===== src/design/wrm_pkg.sv =====
// window_rms_meter package: widths, limits, state encodings and shared types
// used by every file of the block; no dependencies

package wrm_pkg;

  localparam int SAMPLE_BITS = 16;
  localparam int MAX_SAMPLES = 65536;

  localparam int SQ_W    = 2 * SAMPLE_BITS;
  localparam int SUM_W   = 47;
  localparam int CNT_W   = 17;
  localparam int ROOT_W  = 16;
  localparam int REM_W   = 19;
  localparam int STEP_W  = 6;

  localparam int DIV_STEPS  = SUM_W;
  localparam int SQRT_STEPS = ROOT_W;

  localparam logic [CNT_W-1:0] MAX_COUNT = CNT_W'(MAX_SAMPLES);

  localparam int IN_DATA_W  = 16;
  localparam int OUT_DATA_W = 40;

  typedef struct packed {
    logic [SUM_W-1:0] sum;
    logic [CNT_W-1:0] count;
    logic             ovf;
  } acc_t;

  typedef enum logic [2:0] {
    ST_ACC,
    ST_ADD,
    ST_LOAD,
    ST_CALC,
    ST_DONE
  } state_e;

  typedef enum logic [1:0] {
    ENG_IDLE,
    ENG_DIV,
    ENG_SQRT
  } eng_e;

endpackage


===== src/design/wrm_accum.sv =====
// window_rms_meter accumulator: squares each sample, sums the squares and
// counts samples with saturation; depends on wrm_pkg

module wrm_accum
  import wrm_pkg::*;
(
  input  logic                   clk_i,
  input  logic                   rst_ni,
  input  logic                   fire_i,
  input  logic [SAMPLE_BITS-1:0] sample_i,
  input  logic                   clear_i,
  output acc_t                   acc_o
);

  logic [SAMPLE_BITS-1:0] mag;
  logic [SQ_W-1:0]        sq_d, sq_q;
  logic                   sq_vld_d, sq_vld_q;
  logic [SUM_W-1:0]       sum_d, sum_q;
  logic [SUM_W:0]         sum_ext;
  logic [CNT_W-1:0]       cnt_d, cnt_q;
  logic                   ovf_d, ovf_q;

  // magnitude of the most negative sample wraps to exactly 2^(bits-1)
  assign mag = sample_i[SAMPLE_BITS-1] ? SAMPLE_BITS'(~sample_i + 1'b1) : sample_i;

  assign sum_ext = {1'b0, sum_q} + (SUM_W + 1)'(sq_q);

  always_comb begin
    sq_d     = sq_q;
    sq_vld_d = 1'b0;
    cnt_d    = cnt_q;
    ovf_d    = ovf_q;
    sum_d    = sum_q;
    if (sq_vld_q) begin
      sum_d = sum_ext[SUM_W] ? '1 : sum_ext[SUM_W-1:0];
    end
    if (fire_i) begin
      if (cnt_q >= MAX_COUNT) begin
        ovf_d = 1'b1;
      end else begin
        sq_d     = mag * mag;
        sq_vld_d = 1'b1;
        cnt_d    = cnt_q + 1'b1;
      end
    end
    if (clear_i) begin
      sum_d = '0;
      cnt_d = '0;
      ovf_d = 1'b0;
    end
  end

  always_ff @(posedge clk_i or negedge rst_ni) begin
    if (!rst_ni) begin
      sq_vld_q <= 1'b0;
      sum_q    <= '0;
      cnt_q    <= '0;
      ovf_q    <= 1'b0;
    end else begin
      sq_vld_q <= sq_vld_d;
      sum_q    <= sum_d;
      cnt_q    <= cnt_d;
      ovf_q    <= ovf_d;
    end
  end

  always_ff @(posedge clk_i) begin
    sq_q <= sq_d;
  end

  assign acc_o.sum   = sum_q;
  assign acc_o.count = cnt_q;
  assign acc_o.ovf   = ovf_q;

endmodule


===== src/design/wrm_sub_unit.sv =====
// window_rms_meter shared subtract and compare unit, used by both the
// divide and the square root steps; depends on wrm_pkg

module wrm_sub_unit
  import wrm_pkg::*;
(
  input  logic [REM_W-1:0] a_i,
  input  logic [REM_W-1:0] b_i,
  output logic [REM_W-1:0] diff_o,
  output logic             ge_o
);

  logic [REM_W:0] ext;

  assign ext    = {1'b0, a_i} - {1'b0, b_i};
  assign ge_o   = ~ext[REM_W];
  assign diff_o = ext[REM_W-1:0];

endmodule


===== src/design/wrm_root_div.sv =====
// window_rms_meter iterative engine: restoring divide of the square sum by
// the count, then digit-by-digit square root, one bit per cycle through
// wrm_sub_unit; depends on wrm_pkg

module wrm_root_div
  import wrm_pkg::*;
(
  input  logic              clk_i,
  input  logic              rst_ni,
  input  logic              start_i,
  input  logic [SUM_W-1:0]  dividend_i,
  input  logic [CNT_W-1:0]  divisor_i,
  output logic              done_o,
  output logic [ROOT_W-1:0] root_o
);

  eng_e              phase_d, phase_q;
  logic [STEP_W-1:0] step_d, step_q;
  logic [SUM_W-1:0]  dvd_d, dvd_q;
  logic [CNT_W-1:0]  dvs_d, dvs_q;
  logic [REM_W-1:0]  rem_d, rem_q;
  logic [ROOT_W-1:0] root_d, root_q;
  logic              done_d, done_q;
  logic [REM_W-1:0]  op_a, op_b, diff;
  logic              ge;

  wrm_sub_unit u_sub (
    .a_i   (op_a),
    .b_i   (op_b),
    .diff_o(diff),
    .ge_o  (ge)
  );

  always_comb begin
    if (phase_q == ENG_SQRT) begin
      op_a = {rem_q[REM_W-3:0], dvd_q[SUM_W-1 -: 2]};
      op_b = {1'b0, root_q, 2'b01};
    end else begin
      op_a = {1'b0, rem_q[REM_W-3:0], dvd_q[SUM_W-1]};
      op_b = REM_W'(dvs_q);
    end
  end

  always_comb begin
    phase_d = phase_q;
    step_d  = step_q;
    dvd_d   = dvd_q;
    dvs_d   = dvs_q;
    rem_d   = rem_q;
    root_d  = root_q;
    done_d  = 1'b0;
    case (phase_q)
      ENG_IDLE: begin
        if (start_i) begin
          phase_d = ENG_DIV;
          step_d  = '0;
          dvd_d   = dividend_i;
          dvs_d   = divisor_i;
          rem_d   = '0;
        end
      end
      ENG_DIV: begin
        rem_d  = ge ? diff : op_a;
        dvd_d  = {dvd_q[SUM_W-2:0], ge};
        step_d = step_q + 1'b1;
        if (step_q == STEP_W'(DIV_STEPS - 1)) begin
          // quotient never exceeds 2^30; park its low 32 bits at the top
          phase_d = ENG_SQRT;
          step_d  = '0;
          rem_d   = '0;
          root_d  = '0;
          dvd_d   = {dvd_q[2*ROOT_W-2:0], ge, (SUM_W - 2*ROOT_W)'(0)};
        end
      end
      ENG_SQRT: begin
        rem_d  = ge ? diff : op_a;
        root_d = {root_q[ROOT_W-2:0], ge};
        dvd_d  = {dvd_q[SUM_W-3:0], 2'b00};
        step_d = step_q + 1'b1;
        if (step_q == STEP_W'(SQRT_STEPS - 1)) begin
          phase_d = ENG_IDLE;
          done_d  = 1'b1;
        end
      end
      default: begin
        phase_d = ENG_IDLE;
      end
    endcase
  end

  always_ff @(posedge clk_i or negedge rst_ni) begin
    if (!rst_ni) begin
      phase_q <= ENG_IDLE;
      step_q  <= '0;
      done_q  <= 1'b0;
    end else begin
      phase_q <= phase_d;
      step_q  <= step_d;
      done_q  <= done_d;
    end
  end

  always_ff @(posedge clk_i) begin
    dvd_q  <= dvd_d;
    dvs_q  <= dvs_d;
    rem_q  <= rem_d;
    root_q <= root_d;
  end

  assign done_o = done_q;
  assign root_o = root_q;

endmodule


===== src/design/window_rms_meter.sv =====
// window_rms_meter top level: input handshake, window sequencer and output
// register; depends on wrm_pkg, wrm_accum and wrm_root_div
//
// Usage:
//   Samples enter on the s_axis channel, one per transfer, tlast marking the
//   final sample of a window. Within a window a sample is taken every cycle.
//   Each window yields one result on the m_axis channel: the integer RMS level
//   floor(sqrt(floor(sum of squares / count))), the saturated sample count and
//   an overflow flag raised when the window held more than 65536 samples
//   (only the first 65536 are then measured).
//   After the tlast transfer s_axis_tready stays low while the shared
//   subtractor runs a 47-step restoring divide and a 16-step square root,
//   one step per cycle. After ST_ADD and ST_LOAD hand the sum and count over,
//   the engine runs its steps and ST_DONE loads the result into the output register.
//   The result sits in an output register, so once it is loaded the next
//   window is accepted even while m_axis_tready is low; only the end of the
//   following window waits until the held result has been taken.
//   Reset clears the sum, count, flag, sequencer and m_axis_tvalid.

module window_rms_meter
  import wrm_pkg::*;
(
  input  logic                  clk_i,
  input  logic                  rst_ni,
  input  logic                  s_axis_tvalid,
  output logic                  s_axis_tready,
  input  logic [IN_DATA_W-1:0]  s_axis_tdata,   // [15:0] sample
  input  logic                  s_axis_tlast,
  output logic                  m_axis_tvalid,
  input  logic                  m_axis_tready,
  output logic [OUT_DATA_W-1:0] m_axis_tdata,   // [15:0] rms_level, [32:16] window_count,
                                                // [39:33] zero
  output logic                  m_axis_tuser    // [0] overflowed
);

  state_e            state_d, state_q;
  acc_t              acc;
  logic              in_fire, clear, eng_start, eng_done;
  logic [ROOT_W-1:0] root;
  logic [CNT_W-1:0]  cnt_d, cnt_q, out_cnt_d, out_cnt_q;
  logic              ovf_d, ovf_q, out_ovf_d, out_ovf_q;
  logic [ROOT_W-1:0] out_rms_d, out_rms_q;
  logic              out_vld_d, out_vld_q;

  assign s_axis_tready = (state_q == ST_ACC);
  assign in_fire       = s_axis_tvalid && s_axis_tready;

  wrm_accum u_accum (
    .clk_i   (clk_i),
    .rst_ni  (rst_ni),
    .fire_i  (in_fire),
    .sample_i(s_axis_tdata[SAMPLE_BITS-1:0]),
    .clear_i (clear),
    .acc_o   (acc)
  );

  wrm_root_div u_engine (
    .clk_i     (clk_i),
    .rst_ni    (rst_ni),
    .start_i   (eng_start),
    .dividend_i(acc.sum),
    .divisor_i (acc.count),
    .done_o    (eng_done),
    .root_o    (root)
  );

  always_comb begin
    state_d   = state_q;
    clear     = 1'b0;
    eng_start = 1'b0;
    cnt_d     = cnt_q;
    ovf_d     = ovf_q;
    out_vld_d = out_vld_q;
    out_rms_d = out_rms_q;
    out_cnt_d = out_cnt_q;
    out_ovf_d = out_ovf_q;
    if (out_vld_q && m_axis_tready) begin
      out_vld_d = 1'b0;
    end
    case (state_q)
      ST_ACC: begin
        if (in_fire && s_axis_tlast) begin
          state_d = ST_ADD;
        end
      end
      // last square lands in the sum
      ST_ADD: begin
        state_d = ST_LOAD;
      end
      ST_LOAD: begin
        eng_start = 1'b1;
        clear     = 1'b1;
        cnt_d     = acc.count;
        ovf_d     = acc.ovf;
        state_d   = ST_CALC;
      end
      ST_CALC: begin
        if (eng_done) begin
          state_d = ST_DONE;
        end
      end
      ST_DONE: begin
        if (!out_vld_q || m_axis_tready) begin
          out_vld_d = 1'b1;
          out_rms_d = root;
          out_cnt_d = cnt_q;
          out_ovf_d = ovf_q;
          state_d   = ST_ACC;
        end
      end
      default: begin
        state_d = ST_ACC;
      end
    endcase
  end

  always_ff @(posedge clk_i or negedge rst_ni) begin
    if (!rst_ni) begin
      state_q   <= ST_ACC;
      out_vld_q <= 1'b0;
    end else begin
      state_q   <= state_d;
      out_vld_q <= out_vld_d;
    end
  end

  always_ff @(posedge clk_i) begin
    cnt_q     <= cnt_d;
    ovf_q     <= ovf_d;
    out_rms_q <= out_rms_d;
    out_cnt_q <= out_cnt_d;
    out_ovf_q <= out_ovf_d;
  end

  assign m_axis_tvalid = out_vld_q;
  assign m_axis_tdata  = {(OUT_DATA_W - ROOT_W - CNT_W)'(0), out_cnt_q, out_rms_q};
  assign m_axis_tuser  = out_ovf_q;

endmodule


===== config.mk =====
export PLATFORM = sky130hd
export DESIGN_NAME = window_rms_meter
export DESIGN_NICKNAME = d
export VERILOG_FILES = /design/src/design/wrm_pkg.sv /design/src/design/wrm_accum.sv /design/src/design/wrm_sub_unit.sv /design/src/design/wrm_root_div.sv /design/src/design/window_rms_meter.sv
export SDC_FILE = /design/constraint.sdc
export NUM_CORES = 1
export LEC_CHECK = 0
export ABC_AREA = 1
export BUFFER_PORTS_ARGS = -buffer_cell sky130_fd_sc_hd__buf_2
export CORE_ASPECT_RATIO = 0.8
export CORE_MARGIN = 2
export CORE_UTILIZATION = 25
export DETAILED_ROUTE_END_ITERATION = 8
export PLACE_DENSITY_LB_ADDON = 0.2
export SYNTH_ARGS = -nofsm -noshare
export SYNTH_HDL_FRONTEND = slang
export SYNTH_SLANG_ARGS = --single-unit

===== constraint.sdc =====
create_clock -name clk_i -period 3.63 [get_ports clk_i]
set_clock_uncertainty 0.15 [all_clocks]
set_input_delay 0.726 -clock clk_i [delete_from_list [all_inputs] [get_ports clk_i]]
set_output_delay 0.726 -clock clk_i [all_outputs]
set_load 0.02 [all_outputs]

==> out/qor.csv <==
stage,metric,value,unit
pwr,Worst VDD drop,1.66,mV
synthesis,ys async rst share,0.305,
sta,part of the cycle the worst path needs,1.74,
route,DRC Markers,0,
placed_design,HPWL Detailed,56300,µm
route,Routed WL,69500,µm
die,# rows,99,
critical_path,reg2reg setup slack,330,ps
critical_path,RR Endpoint,u_engine.rem_q[2],
final_layout,Register Area,0.00738,mm²
critical_path,CP peak stage delay,530,ps
critical_path,Critical Path Sink Type,flip-flop,
final_layout,n_diodes,0,
grt,"Remaining Overflow, GRT",0,
clock_tree,number of H-tree levels,2,
hold_path,Hold Crit Class,in -> async,
clock_tree,"Reg clk slew, reported paths",60,ps
sta,Fin Hold WS,106,ps
synthesis,adder-cell share of the synthesized area,0.230,
final_layout,Final nets,3531,
die,Die Y,275,µm
sta,Max Clock Freq,158,MHz
die,Die ar.,0.0939,mm²
die,Initial Util,0.252,
final_layout,area grow syn2layout,28.2,%
grt,vias in the first global route,19300,
sta,slew margin rel.,0.335,
critical_path,most frequent CP cell,fa_1,
clock_tree,total clock sinks,259,
sta,"Slew Viols, Final",0,
route,via count,19200,
sta,RSZ-0062 raised after global routing,yes,
final_layout,post-route cell area,0.0293,mm²
critical_path,slowest stage cell on the critical path,fa_1,
critical_path,worst r2r path cells,16,
placed_design,Inst Count DP,4326,
synthesis,"share of synthesized cell area in and, or, nand and nor gates",0.209,
final_layout,share of layout cells above drive strength 1,0.213,
grt,gr usage total,0.150,
clock_tree,CTS tree,built,
grt,met1 usage,0.229,
grt,global-route wire length before repair,111000,µm
grt,initial antenna violation count,0,
critical_path,CP Class,in -> reg,
final_layout,"commonest non-fill, non-tap cell in the layout",nand2_1,
status,status,finished with violations,
route,via density per instance,4.34,
grt,largest net degree at the start of global routing,57,
sta,worst setup margin,-2700,ps
synthesis,post-synthesis cell type count,54,
synthesis,post-synth top area cell,edfxtp_1,
pwr,Pleak,0.0143,µW
synthesis,Synthesis Warnings,0,
grt,M3 GR Usage,0.0198,
synthesis,main combinational cell family by area after synthesis,adder cells,
critical_path,r2r startpoint,u_engine.phase_q[0],
synthesis,Gate Count Post-Synth,2876,
sta,Fin. Hold Viols,0,
synthesis,"Cell Area, Synth",0.0229,mm²
critical_path,"Max FO, Critical Path",5,
route,detailed router's first-iteration violation count,1230,
critical_path,WP data arrival,6470,ps
clock_tree,CTS Buf Count,34,
status,violated checks,setup timing,
clock_tree,clk buf depth,3,
synthesis,post-synthesis compound-gate area fraction,0.0937,
grt,met2 Use GR,0.227,
final_layout,fillcell total,9776,
route,drt pass-1 iters,5,
synthesis,Synth top area share,0.236,
synthesis,post-synthesis sequential area ratio,0.323,
clock_tree,clock latency on the worst-skew pair,540,ps
route,ANT nets after route,0,
sta,Total Neg Setup Slack,-62930,ps
pwr,Power Density,1010,mW/mm²
die,die width,342,µm
synthesis,Area contributors post-synth,"edfxtp_1 (24%), fa_1 (15%), nand2_1 (12%), inv_1 (9.8%), dfrtp_1 (8.6%)",
clock_tree,# hold bufs at CTS,0,
placed_design,I/O Buffers,56,
final_layout,Non-Filler Instances,4427,
critical_path,crit start category,input pin,
die,Core Box Area,0.0909,mm²
synthesis,top_reg_cell synth,edfxtp_1,
synthesis,syn avg cell area,7.95,µm²
synthesis,Post-synth EDFFs,180,
final_layout,area occupied by multi-input gates,0.0143,mm²
synthesis,XOR/XNOR share of the synthesized area,0.0287,
critical_path,WP data required,3770,ps
sta,worst-margin pin slew,995,ps
route,Avg WL per Cell,15.7,µm
placed_design,area post-placement,0.0269,mm²
grt,global routing's busiest layer,met1,
synthesis,multiplexer share of the synthesized area,0,
sta,final setup violation count,26,
sta,Final Critical Period,6330,ps
final_layout,most frequent cells in the layout,"nand2_1 (653), inv_1 (545), buf_4 (229), edfxtp_1 (180), nor2_1 (175)",
clock_tree,root buf cell,clkbuf_16,
die,# IOs,64,
placed_design,GP Congestion,0.894,
flow_run,Max Cap Viol,0,
synthesis,number of synthesized register bits,259,
critical_path,Worst Setup SP,s_axis_tdata[0],
## cell usage after synthesis, types with 2 or more instances
master,instances
a21o_1,6
a21oi_1,125
a21oi_2,2
a22o_1,2
a31o_2,2
a31oi_1,5
and3_1,2
buf_1,2
buf_2,12
buf_4,10
clkbuf_1,41
clkbuf_2,4
clkinv_1,2
conb_1,2
dfrtp_1,79
edfxtp_1,180
fa_1,166
ha_1,154
inv_1,597
inv_2,12
nand2_1,712
nand2_2,3
nand3_1,134
nand3_2,6
nand3b_1,5
nand4_1,31
nor2_1,218
nor2_4,6
nor3_1,22
nor3_2,2
nor4_1,4
o211ai_1,10
o21a_1,5
o21ai_0,171
o21ai_1,3
o21bai_1,6
o221ai_1,29
o22ai_1,12
o31ai_1,2
or2_2,5
xnor2_1,13
xor2_1,60
## worst max-delay path: cells and delay by family
family	cells	cell delay (ps)
compound gates	3	520
buf+inv	10	570
xor+xnor	1	80
simple gates	11	1220
fa+ha+maj	8	3390
## state kept, by name, summed over array words and instances, names as in the netlist
signal and flops:
u_engine.dvs_q 17, m_axis_tuser 1, u_engine.step_q 6, u_engine.done_o 1, u_accum.cnt_q 17, u_accum.sq_q 31, out_rms_q 16, state_q 3
m_axis_tvalid 1, u_accum.ovf_q 1, u_accum.sum_q 47, cnt_q 17, u_engine.dvd_q 47, out_cnt_q 17, u_engine.phase_q 2, u_accum.sq_vld_q 1
ovf_q 1, u_engine.rem_q 17, u_engine.root_o 16
## metrics by stage
step,util,setup WS (ps),total power (µW)
floorplan,-,-2980,14900
global placement,0.295,-3520,21600
detailed placement,0.295,-3560,21500
CTS,0.314,-2650,27300
global route,0.322,-2960,32200
finish,0.322,-2700,29600
## cells by family after synthesis
group | after synthesis
AOI/OAI and AO/OA | 382
xor gates and xnor gates | 74
adders and majority gates | 320
buffers and inverters | 683
DFF | 259
other | 2
and+or+nand+nor | 1156
## worst max-delay path by stage
stage                       endpoint  slack, ps  depth (start not counted)
floorplan           u_accum.sq_q[31]      -2980                         34
global placement    u_accum.sq_q[30]      -3520                         30
detailed placement  u_accum.sq_q[30]      -3560                         30
CTS                 u_accum.sq_q[28]      -2650                         33
global route        u_accum.sq_q[31]      -2960                         32
finish              u_accum.sq_q[28]      -2700                         33
## power by group
part | switching (µW) | internal (µW) | total (µW)
combinational | 11900 | 10800 | 22600
sequential | 0.0000000000000220 | 3700 | 3700
clock | 1350 | 1950 | 3300
total | 13200 | 16400 | 29600
## cell type report
cell class | count | share of cell area
clock inverter | 17 | 0.00563
timing repair buffer | 332 | 0.0916
sequential | 259 | 0.252
tap | 1212 | 0.0517
clock buffer | 44 | 0.0314
multi-input combinational | 1951 | 0.487
inverter | 612 | 0.0810
## per-layer routing
layer  vias to the layer above  part of all wire
met1                      9134              0.52
met4                         0             0.013
met5                         -                 0
met2                       296              0.42
met3                        54             0.043
li1                       9718                 -
## what timing repair did
item | in CTS | in global routing
gates cloned | 0 | 1
buffers inserted | 13 | 26
pin swaps | 76 | 45
resized for setup | 151 | 144
endpoints found under the setup margin | 27 | 46
No activity file was read; power rests on OpenSTA's default activity.
